==> src/rtl/spq_pkg.sv <==
`default_nettype none

package spq_pkg;

  typedef enum logic [0:0] {
    OP_INSERT = 1'b0,
    OP_POP    = 1'b1
  } op_e;

  typedef enum logic [1:0] {
    ERR_NONE  = 2'd0,
    ERR_EMPTY = 2'd1,
    ERR_FULL  = 2'd2
  } err_e;

  typedef struct packed {
    logic insert;
    logic pop;
  } spq_ctrl_t;

endpackage

`default_nettype wire

==> src/rtl/stable_priority_queue.sv <==
// Stable priority queue, up to DEPTH entries held sorted, highest priority first;
// equal priorities leave in arrival order.
// Input channel: in_valid_i / in_stall_o with opcode_i (insert or pop),
// priority_req_i and message_tag_i. Each accepted beat yields one result beat.
// Output channel: out_valid_o / out_stall_i with popped_tag_o, popped_priority_o,
// pop_valid_o, error_code_o and occupancy_o.
// Storage is a row of cells; an insert or pop updates every cell at once, each
// cell comparing against the new priority and shifting from its neighbor.
// Each result is registered in the two-entry output buffer before it reaches the output.
// Throughput: one item per cycle while the receiver takes results.
// A pop on an empty queue reports an empty error; an insert into a full queue
// is dropped and reports a full error.
// Reset empties the queue and the two-entry output buffer.
// When the receiver stalls, up to two results are held; after that in_stall_o
// rises until a result is taken.
`default_nettype none

module stable_priority_queue import spq_pkg::*; #(
  parameter int DEPTH         = 16,
  parameter int PRIORITY_BITS = 8,
  parameter int TAG_BITS      = 32,
  localparam int CW           = $clog2(DEPTH + 1)
) (
  input  wire logic                     clk_i,
  input  wire logic                     rst_ni,
  input  wire logic                     in_valid_i,
  output logic                          in_stall_o,
  input  wire logic                     opcode_i,
  input  wire logic [PRIORITY_BITS-1:0] priority_req_i,
  input  wire logic [TAG_BITS-1:0]      message_tag_i,
  output logic                          out_valid_o,
  input  wire logic                     out_stall_i,
  output logic [TAG_BITS-1:0]           popped_tag_o,
  output logic [PRIORITY_BITS-1:0]      popped_priority_o,
  output logic                          pop_valid_o,
  output logic [1:0]                    error_code_o,
  output logic [CW-1:0]                 occupancy_o
);

  localparam int RW = TAG_BITS + PRIORITY_BITS + 1 + 2 + CW;

  logic [CW-1:0]            count_q, count_d;
  logic                     accept, is_pop, full, empty;
  spq_ctrl_t                ctrl;
  logic [PRIORITY_BITS-1:0] prio_w [DEPTH];
  logic [TAG_BITS-1:0]      tag_w  [DEPTH];
  logic [DEPTH-1:0]         ge_w;
  logic [TAG_BITS-1:0]      res_tag;
  logic [PRIORITY_BITS-1:0] res_prio;
  logic                     res_valid;
  err_e                     res_err;
  logic [RW-1:0]            res_word, out_word;
  logic                     fifo_full;

  assign accept = in_valid_i && !in_stall_o;
  assign is_pop = (op_e'(opcode_i) == OP_POP);
  assign full   = (count_q == CW'(DEPTH));
  assign empty  = (count_q == '0);

  assign ctrl.insert = accept && !is_pop && !full;
  assign ctrl.pop    = accept && is_pop && !empty;

  always_comb begin
    count_d = count_q;
    if (ctrl.insert) begin
      count_d = count_q + CW'(1);
    end else if (ctrl.pop) begin
      count_d = count_q - CW'(1);
    end
  end

  always_ff @(posedge clk_i or negedge rst_ni) begin
    if (!rst_ni) begin
      count_q <= '0;
    end else begin
      count_q <= count_d;
    end
  end

  for (genvar i = 0; i < DEPTH; i++) begin : g_cell
    logic                     left_ge;
    logic [PRIORITY_BITS-1:0] left_prio, right_prio;
    logic [TAG_BITS-1:0]      left_tag, right_tag;

    if (i == 0) begin : g_first
      assign left_ge   = 1'b1;
      assign left_prio = priority_req_i;
      assign left_tag  = message_tag_i;
    end else begin : g_mid
      assign left_ge   = ge_w[i-1];
      assign left_prio = prio_w[i-1];
      assign left_tag  = tag_w[i-1];
    end

    if (i == DEPTH - 1) begin : g_last
      assign right_prio = prio_w[i];
      assign right_tag  = tag_w[i];
    end else begin : g_inner
      assign right_prio = prio_w[i+1];
      assign right_tag  = tag_w[i+1];
    end

    spq_cell #(
      .PRIORITY_BITS(PRIORITY_BITS),
      .TAG_BITS     (TAG_BITS)
    ) u_cell (
      .clk_i       (clk_i),
      .ctrl_i      (ctrl),
      .new_prio_i  (priority_req_i),
      .new_tag_i   (message_tag_i),
      .occ_i       (CW'(i) < count_q),
      .left_ge_i   (left_ge),
      .left_prio_i (left_prio),
      .left_tag_i  (left_tag),
      .right_prio_i(right_prio),
      .right_tag_i (right_tag),
      .ge_o        (ge_w[i]),
      .prio_o      (prio_w[i]),
      .tag_o       (tag_w[i])
    );
  end

  always_comb begin
    res_tag   = '0;
    res_prio  = '0;
    res_valid = 1'b0;
    res_err   = ERR_NONE;
    if (is_pop) begin
      if (empty) begin
        res_err = ERR_EMPTY;
      end else begin
        res_tag   = tag_w[0];
        res_prio  = prio_w[0];
        res_valid = 1'b1;
      end
    end else if (full) begin
      res_err = ERR_FULL;
    end
  end

  assign res_word = {res_tag, res_prio, res_valid, res_err, count_d};

  spq_out_fifo #(
    .WIDTH(RW)
  ) u_out (
    .clk_i  (clk_i),
    .rst_ni (rst_ni),
    .push_i (accept),
    .data_i (res_word),
    .full_o (fifo_full),
    .valid_o(out_valid_o),
    .stall_i(out_stall_i),
    .data_o (out_word)
  );

  assign in_stall_o = fifo_full;
  assign {popped_tag_o, popped_priority_o, pop_valid_o, error_code_o, occupancy_o} = out_word;

endmodule

`default_nettype wire

==> src/rtl/spq_cell.sv <==
`default_nettype none

module spq_cell import spq_pkg::*; #(
  parameter int PRIORITY_BITS = 8,
  parameter int TAG_BITS      = 32
) (
  input  wire logic                     clk_i,
  input  wire spq_ctrl_t                ctrl_i,
  input  wire logic [PRIORITY_BITS-1:0] new_prio_i,
  input  wire logic [TAG_BITS-1:0]      new_tag_i,
  input  wire logic                     occ_i,
  input  wire logic                     left_ge_i,
  input  wire logic [PRIORITY_BITS-1:0] left_prio_i,
  input  wire logic [TAG_BITS-1:0]      left_tag_i,
  input  wire logic [PRIORITY_BITS-1:0] right_prio_i,
  input  wire logic [TAG_BITS-1:0]      right_tag_i,
  output logic                          ge_o,
  output logic [PRIORITY_BITS-1:0]      prio_o,
  output logic [TAG_BITS-1:0]           tag_o
);

  logic [PRIORITY_BITS-1:0] prio_q, prio_d;
  logic [TAG_BITS-1:0]      tag_q, tag_d;

  assign ge_o   = occ_i && (prio_q >= new_prio_i);
  assign prio_o = prio_q;
  assign tag_o  = tag_q;

  always_comb begin
    prio_d = prio_q;
    tag_d  = tag_q;
    if (ctrl_i.insert && !ge_o) begin
      if (left_ge_i) begin
        prio_d = new_prio_i;
        tag_d  = new_tag_i;
      end else begin
        prio_d = left_prio_i;
        tag_d  = left_tag_i;
      end
    end else if (ctrl_i.pop) begin
      prio_d = right_prio_i;
      tag_d  = right_tag_i;
    end
  end

  always_ff @(posedge clk_i) begin
    prio_q <= prio_d;
    tag_q  <= tag_d;
  end

endmodule

`default_nettype wire

==> src/rtl/spq_out_fifo.sv <==
`default_nettype none

module spq_out_fifo #(
  parameter int WIDTH = 48
) (
  input  wire logic             clk_i,
  input  wire logic             rst_ni,
  input  wire logic             push_i,
  input  wire logic [WIDTH-1:0] data_i,
  output logic                  full_o,
  output logic                  valid_o,
  input  wire logic             stall_i,
  output logic [WIDTH-1:0]      data_o
);

  logic [WIDTH-1:0] mem_q [2];
  logic             wr_ptr_q, wr_ptr_d;
  logic             rd_ptr_q, rd_ptr_d;
  logic [1:0]       cnt_q, cnt_d;
  logic             pop;

  assign full_o  = (cnt_q == 2'd2);
  assign valid_o = (cnt_q != 2'd0);
  assign data_o  = mem_q[rd_ptr_q];
  assign pop     = valid_o && !stall_i;

  always_comb begin
    wr_ptr_d = push_i ? ~wr_ptr_q : wr_ptr_q;
    rd_ptr_d = pop ? ~rd_ptr_q : rd_ptr_q;
    cnt_d    = cnt_q;
    if (push_i && !pop) begin
      cnt_d = cnt_q + 2'd1;
    end else if (!push_i && pop) begin
      cnt_d = cnt_q - 2'd1;
    end
  end

  always_ff @(posedge clk_i or negedge rst_ni) begin
    if (!rst_ni) begin
      wr_ptr_q <= 1'b0;
      rd_ptr_q <= 1'b0;
      cnt_q    <= 2'd0;
    end else begin
      wr_ptr_q <= wr_ptr_d;
      rd_ptr_q <= rd_ptr_d;
      cnt_q    <= cnt_d;
    end
  end

  always_ff @(posedge clk_i) begin
    if (push_i) begin
      mem_q[wr_ptr_q] <= data_i;
    end
  end

endmodule

`default_nettype wire
==> config.mk <==
export PLATFORM = sky130hd
export DESIGN_NAME = stable_priority_queue
export DESIGN_NICKNAME = d
export VERILOG_FILES = /design/src/rtl/spq_pkg.sv /design/src/rtl/stable_priority_queue.sv /design/src/rtl/spq_cell.sv /design/src/rtl/spq_out_fifo.sv
export SDC_FILE = /design/constraint.sdc
export NUM_CORES = 2
export LEC_CHECK = 0
export ABC_AREA = 1
export BUFFER_PORTS_ARGS = -buffer_cell sky130_fd_sc_hd__buf_4
export CORE_MARGIN = 1.5
export CORE_UTILIZATION = 25
export DETAILED_ROUTE_END_ITERATION = 8
export SLEW_MARGIN = 20
export SYNTH_ARGS = -nofsm -noshare
export SYNTH_HDL_FRONTEND = slang
export SYNTH_SLANG_ARGS = --single-unit
==> constraint.sdc <==
create_clock -name clk_i -period 6.27 [get_ports clk_i]
set_input_delay 0.627 -clock clk_i [delete_from_list [all_inputs] [get_ports clk_i]]
set_output_delay 0.627 -clock clk_i [all_outputs]
set_load 0.01 [all_outputs]
==> results.md <==
- Averaged over all synthesized cells, the footprint is just under 8 µm².
- The biggest cell delay along the critical path is 0.65 ns.
- The launch point of the worst reg-to-reg path is count_q[4].
- The tool flagged a number of max-cap violations equal to 0.
- In this run, synthesis produced a sequential element count of 745.
- The die outline width is 416 µm.
- The accumulated negative setup slack is 0 ns.
- The most common flop cell mapped by yosys is edfxtp_1.
- The TritonCTS buffer count is 80.
- The clock net in this run drives a total of 745 sinks.
- The worst hold path passes through 2 cells.
- The worst register-to-register path has a depth of 12.
- The worst min-delay path class is in2reg.
- The startpoint identified for the worst hold timing path is opcode_i.
- Setup repair after global routing left no endpoint under its margin.
- At the end of routability-driven placement, the weighted congestion stood at slightly above 0.9.
- Summed over all layers, the global routing overflow is 0.
- The insertion delay of the later-clocked pin in the worst-skew pair is ~0.64 ns.
- The area of the core is around 170000 µm².
- The nature of the critical path endpoint is a flop.
- The transition at the pin with the smallest max-transition slack is approximately 1.1 ns.
- The number of flops mapped to enable cells by yosys is 736.
- Headroom to the max-slew limit came out at a little over a quarter.
- For this run, the detailed router's first-pass iteration total came to 6.
- The final clock skew is between 0.015 and 0.02 ns.
- Buffers placed on the I/O ports in this run total 94.
- After detailed routing, the number of vias per cell comes to 4.81.
- The setup slack after layout is ~1.5 ns.
- In the routed design, unresolved DRC markers number 0.
- The count of pins over their slew limit was 0.
- The setup slack of the most critical reg-to-reg path is between 1.5 and 2 ns.
- The critical path goes through inv_2 > nand2_2 > buf_4 > or2_1 > buf_4 > nand2_1 > inv_2 > nand2_1 > nand2_1 > inv_2 > nand2_1 > nand2_1.
- TritonCTS built the clock tree.
- The worst-case vdd ir drop is roughly 0.35 mV.
- Setup violations remaining at the end of the flow were counted as 0.
- The clock passes through at most 3 buffers.
- The total number of placement rows is about 150.
- Counting stages on the worst path, the most repeated cell is nand2_1.
- The critical path is of the reg2reg type.
- For this run, the register share of the synthesized area comes to around 52%.
- The placement-stage worst setup slack is ~1.4 ns.
- The die outline area is 173000 µm².
- The number of antenna violations at the first check in global routing is 8.
- The number of DRC markers in iteration 0 is slightly below 4000.
- The all-layer global routing usage is approximately 17%.
- On the critical path, the stage with the largest delay is an instance of inv_2.
- The quantity of gates resized following cts is 0.
- The net count of the finished layout is approximately 5600.
- The required time at the worst-slack endpoint is 6.65 ns.
- The placed wire-length estimate is 99.9 mm.
- The cell area after synthesis is 42600 µm².
- The number of buffers inserted by hold repair at cts is 1.
- During synthesis, Yosys emitted a total of 0 warnings.
- The worst setup path is launched from a flop.
- The area growth from synthesis to layout is 12.7%.
- The total power divided by cell area is around 520 nW/µm².
- The maximum number of pins on one net before global-route repair is 81.
- The clock-pin slew on the worst setup and hold paths is roughly 0.06 ns.
- The share of synthesized flip-flops with an asynchronous set or reset is ~1.2%.
- The boundary pin count is between 90 and 100.
- The detail route stage leaves a number of antenna-violating nets equal to 0.
- The aggregate routed wire length is approximately 150 mm.
- The worst endpoint data arrival time is slightly above 5 ns.
- The path with the worst hold slack has its endpoint at u_out.mem_q[1][6].
- The worst path uses about 76% of the clock period.
- The vertical die dimension is about 420 µm.
- The count of different cell masters after synthesis is 29.
- The level count of the clock H-tree is 3.
- The total leakage power is around 23 nW.
- The global-route wire length before repair is around 220 mm.
- The routed layout has ~37000 vias.
- The synthesized instance count is roughly 5500.
- The flow ran to the end, and the final reports show no timing, DRC or antenna violations.
- The number of setup buffers added after CTS is 0.
- The worst register-to-register path ends at g_cell[1].u_cell.tag_o[16].
- The number of global-route vias before repair is 35600.
- Of all nets on the critical path, the largest fanout is 44.
- Once the floorplan was initialized, standard cells occupied 25.1% of the core.
- Based on the critical path, the design can be clocked at up to around 210 MHz.
- The number of nets handed over by synthesis was approximately 5700.
- The number of hold violations in the final report was 0.
- The routed wire length per instance is 19.1 µm.
- The clock period minus worst slack is around 4.7 ns.
- In the final layout, the share of cells above drive strength 1 is slightly below 6%.
- The cell at the root of the clock tree is clkbuf_16.
[how the worst max path moves through the flow]
| stage | from | end | slack (ns) | cells past startpoint |
|---|---|---|---|---|
| after CTS | count_q[4] | g_cell[1].u_cell.tag_o[7] | 1.69 | 12 |
| after global placement | priority_req_i[7] | g_cell[9].u_cell.tag_o[17] | 1.55 | 15 |
| after global routing | count_q[4] | g_cell[1].u_cell.tag_o[10] | 1.33 | 12 |
| after detailed placement | priority_req_i[7] | g_cell[9].u_cell.tag_o[20] | 1.45 | 14 |
| after floorplan | priority_req_i[5] | g_cell[15].u_cell.prio_o[0] | 1.95 | 8 |
| final | count_q[4] | g_cell[1].u_cell.tag_o[16] | 1.53 | 12 |
[state kept, by name, summed over array words and instances (netlist names)]
name	count
u_out.cnt_q	2
count_q	5
g_cell.u_cell.prio_o	128
u_out.mem_q	96
u_out.rd_ptr_q	1
u_out.wr_ptr_q	1
g_cell.u_cell.tag_o	512
[synth_stat cells (all sizes together) (3+ instances only)]
| library cell | n | share of area [%] |
|---|---|---|
| a21oi | 38 | 0.46 |
| buf | 117 | 1.3 |
| clkbuf | 239 | 2.1 |
| clkinv | 3 | 0.026 |
| dfrtp | 9 | 0.53 |
| edfxtp | 736 | 52 |
| ha | 133 | 3.9 |
| inv | 187 | 1.6 |
| nand2 | 3280 | 29 |
| nand3 | 568 | 6.7 |
| nand4 | 3 | 0.044 |
| nor2 | 102 | 0.91 |
| o21a | 14 | 0.25 |
| o21ai | 90 | 1.1 |
| xor2 | 6 | 0.12 |
[cells in the final DEF (no fill, tap or decap), types with 2 or more instances in the layout]
master	instances
nor2_4	2
o21ai_2	3
a21oi_1	34
nand2_1	3275
edfxtp_1	736
nand3_1	567
buf_4	177
diode_2	2
o21ai_0	85
inv_1	170
bufinv_16	9
clkinv_2	11
dfrtp_1	9
clkbuf_1	20
nand4_1	3
nand2_2	3
o21ai_1	2
clkbuf_16	84
ha_1	133
inv_2	17
xor2_1	6
a21oi_4	4
nor2_1	99
clkinv_1	21
nand2_4	2
o21a_1	14
[stage by stage]
step / total power, mW / cells / area, µm² / hold WS [ns] / util [%]
floorplan: 16.2 / 5531 / 42600 / 0.331 / -
detailed placement: 20.1 / 7571 / 45300 / 0.461 / 26.8
finish: 25.1 / 7719 / 48000 / 0.291 / 28.3
global route: 26.7 / 7718 / 48000 / 0.279 / 28.3
CTS: 25.0 / 7717 / 48000 / 0.262 / 28.3
global placement: 19.9 / 7570 / 45300 / 0.461 / 26.8
[layout make-up]
class                      instances  area, µm²
clock inverter                    40        418
inverter                         190        713
tap                             2218       2780
clock buffer                     105       2190
timing repair buffer             179       1360
fill                           18200     121000
multi-input combinational       4240      18200
sequential                       745      22300
antenna                            2       5.00
[cells by family (layout without fill, tap and decap cells)]
logic type	after synthesis	in the layout	share of synthesized area (%)
xor+xnor	7	7	0.144
other cells	0	2	0
buf+inv	546	514	5.09
compound gates	145	145	1.81
fa+ha+maj	133	133	3.91
flops	745	745	52.4
simple gates	3955	3955	36.6
[layer usage]
metal / share of wire (%) / vias up / track usage, %
met2: 45 / 1765 / 26.5
met1: 42 / 17500 / 21.9
li1: - / 17600 / -
met4: 3.6 / 6 / 6.25
met5: 0.026 / - / 0
met3: 9.2 / 288 / 3.29
[critical path, delay by kind of cell, from the launching register on]
kind	cells	cell delay, ns
flip-flops	1	0.62
AND/OR/NAND/NOR	7	1.38
buffers and inverters	5	2.41
[power breakdown]
part	total [mW]	switching, mW	leakage, nW	internal, mW
combinational	10.7	7.71	14.3	3.02
sequential	9.48	1.27	7.10	8.21
clock	4.91	2.08	1.28	2.83
Power figures use the tool's default switching activity.
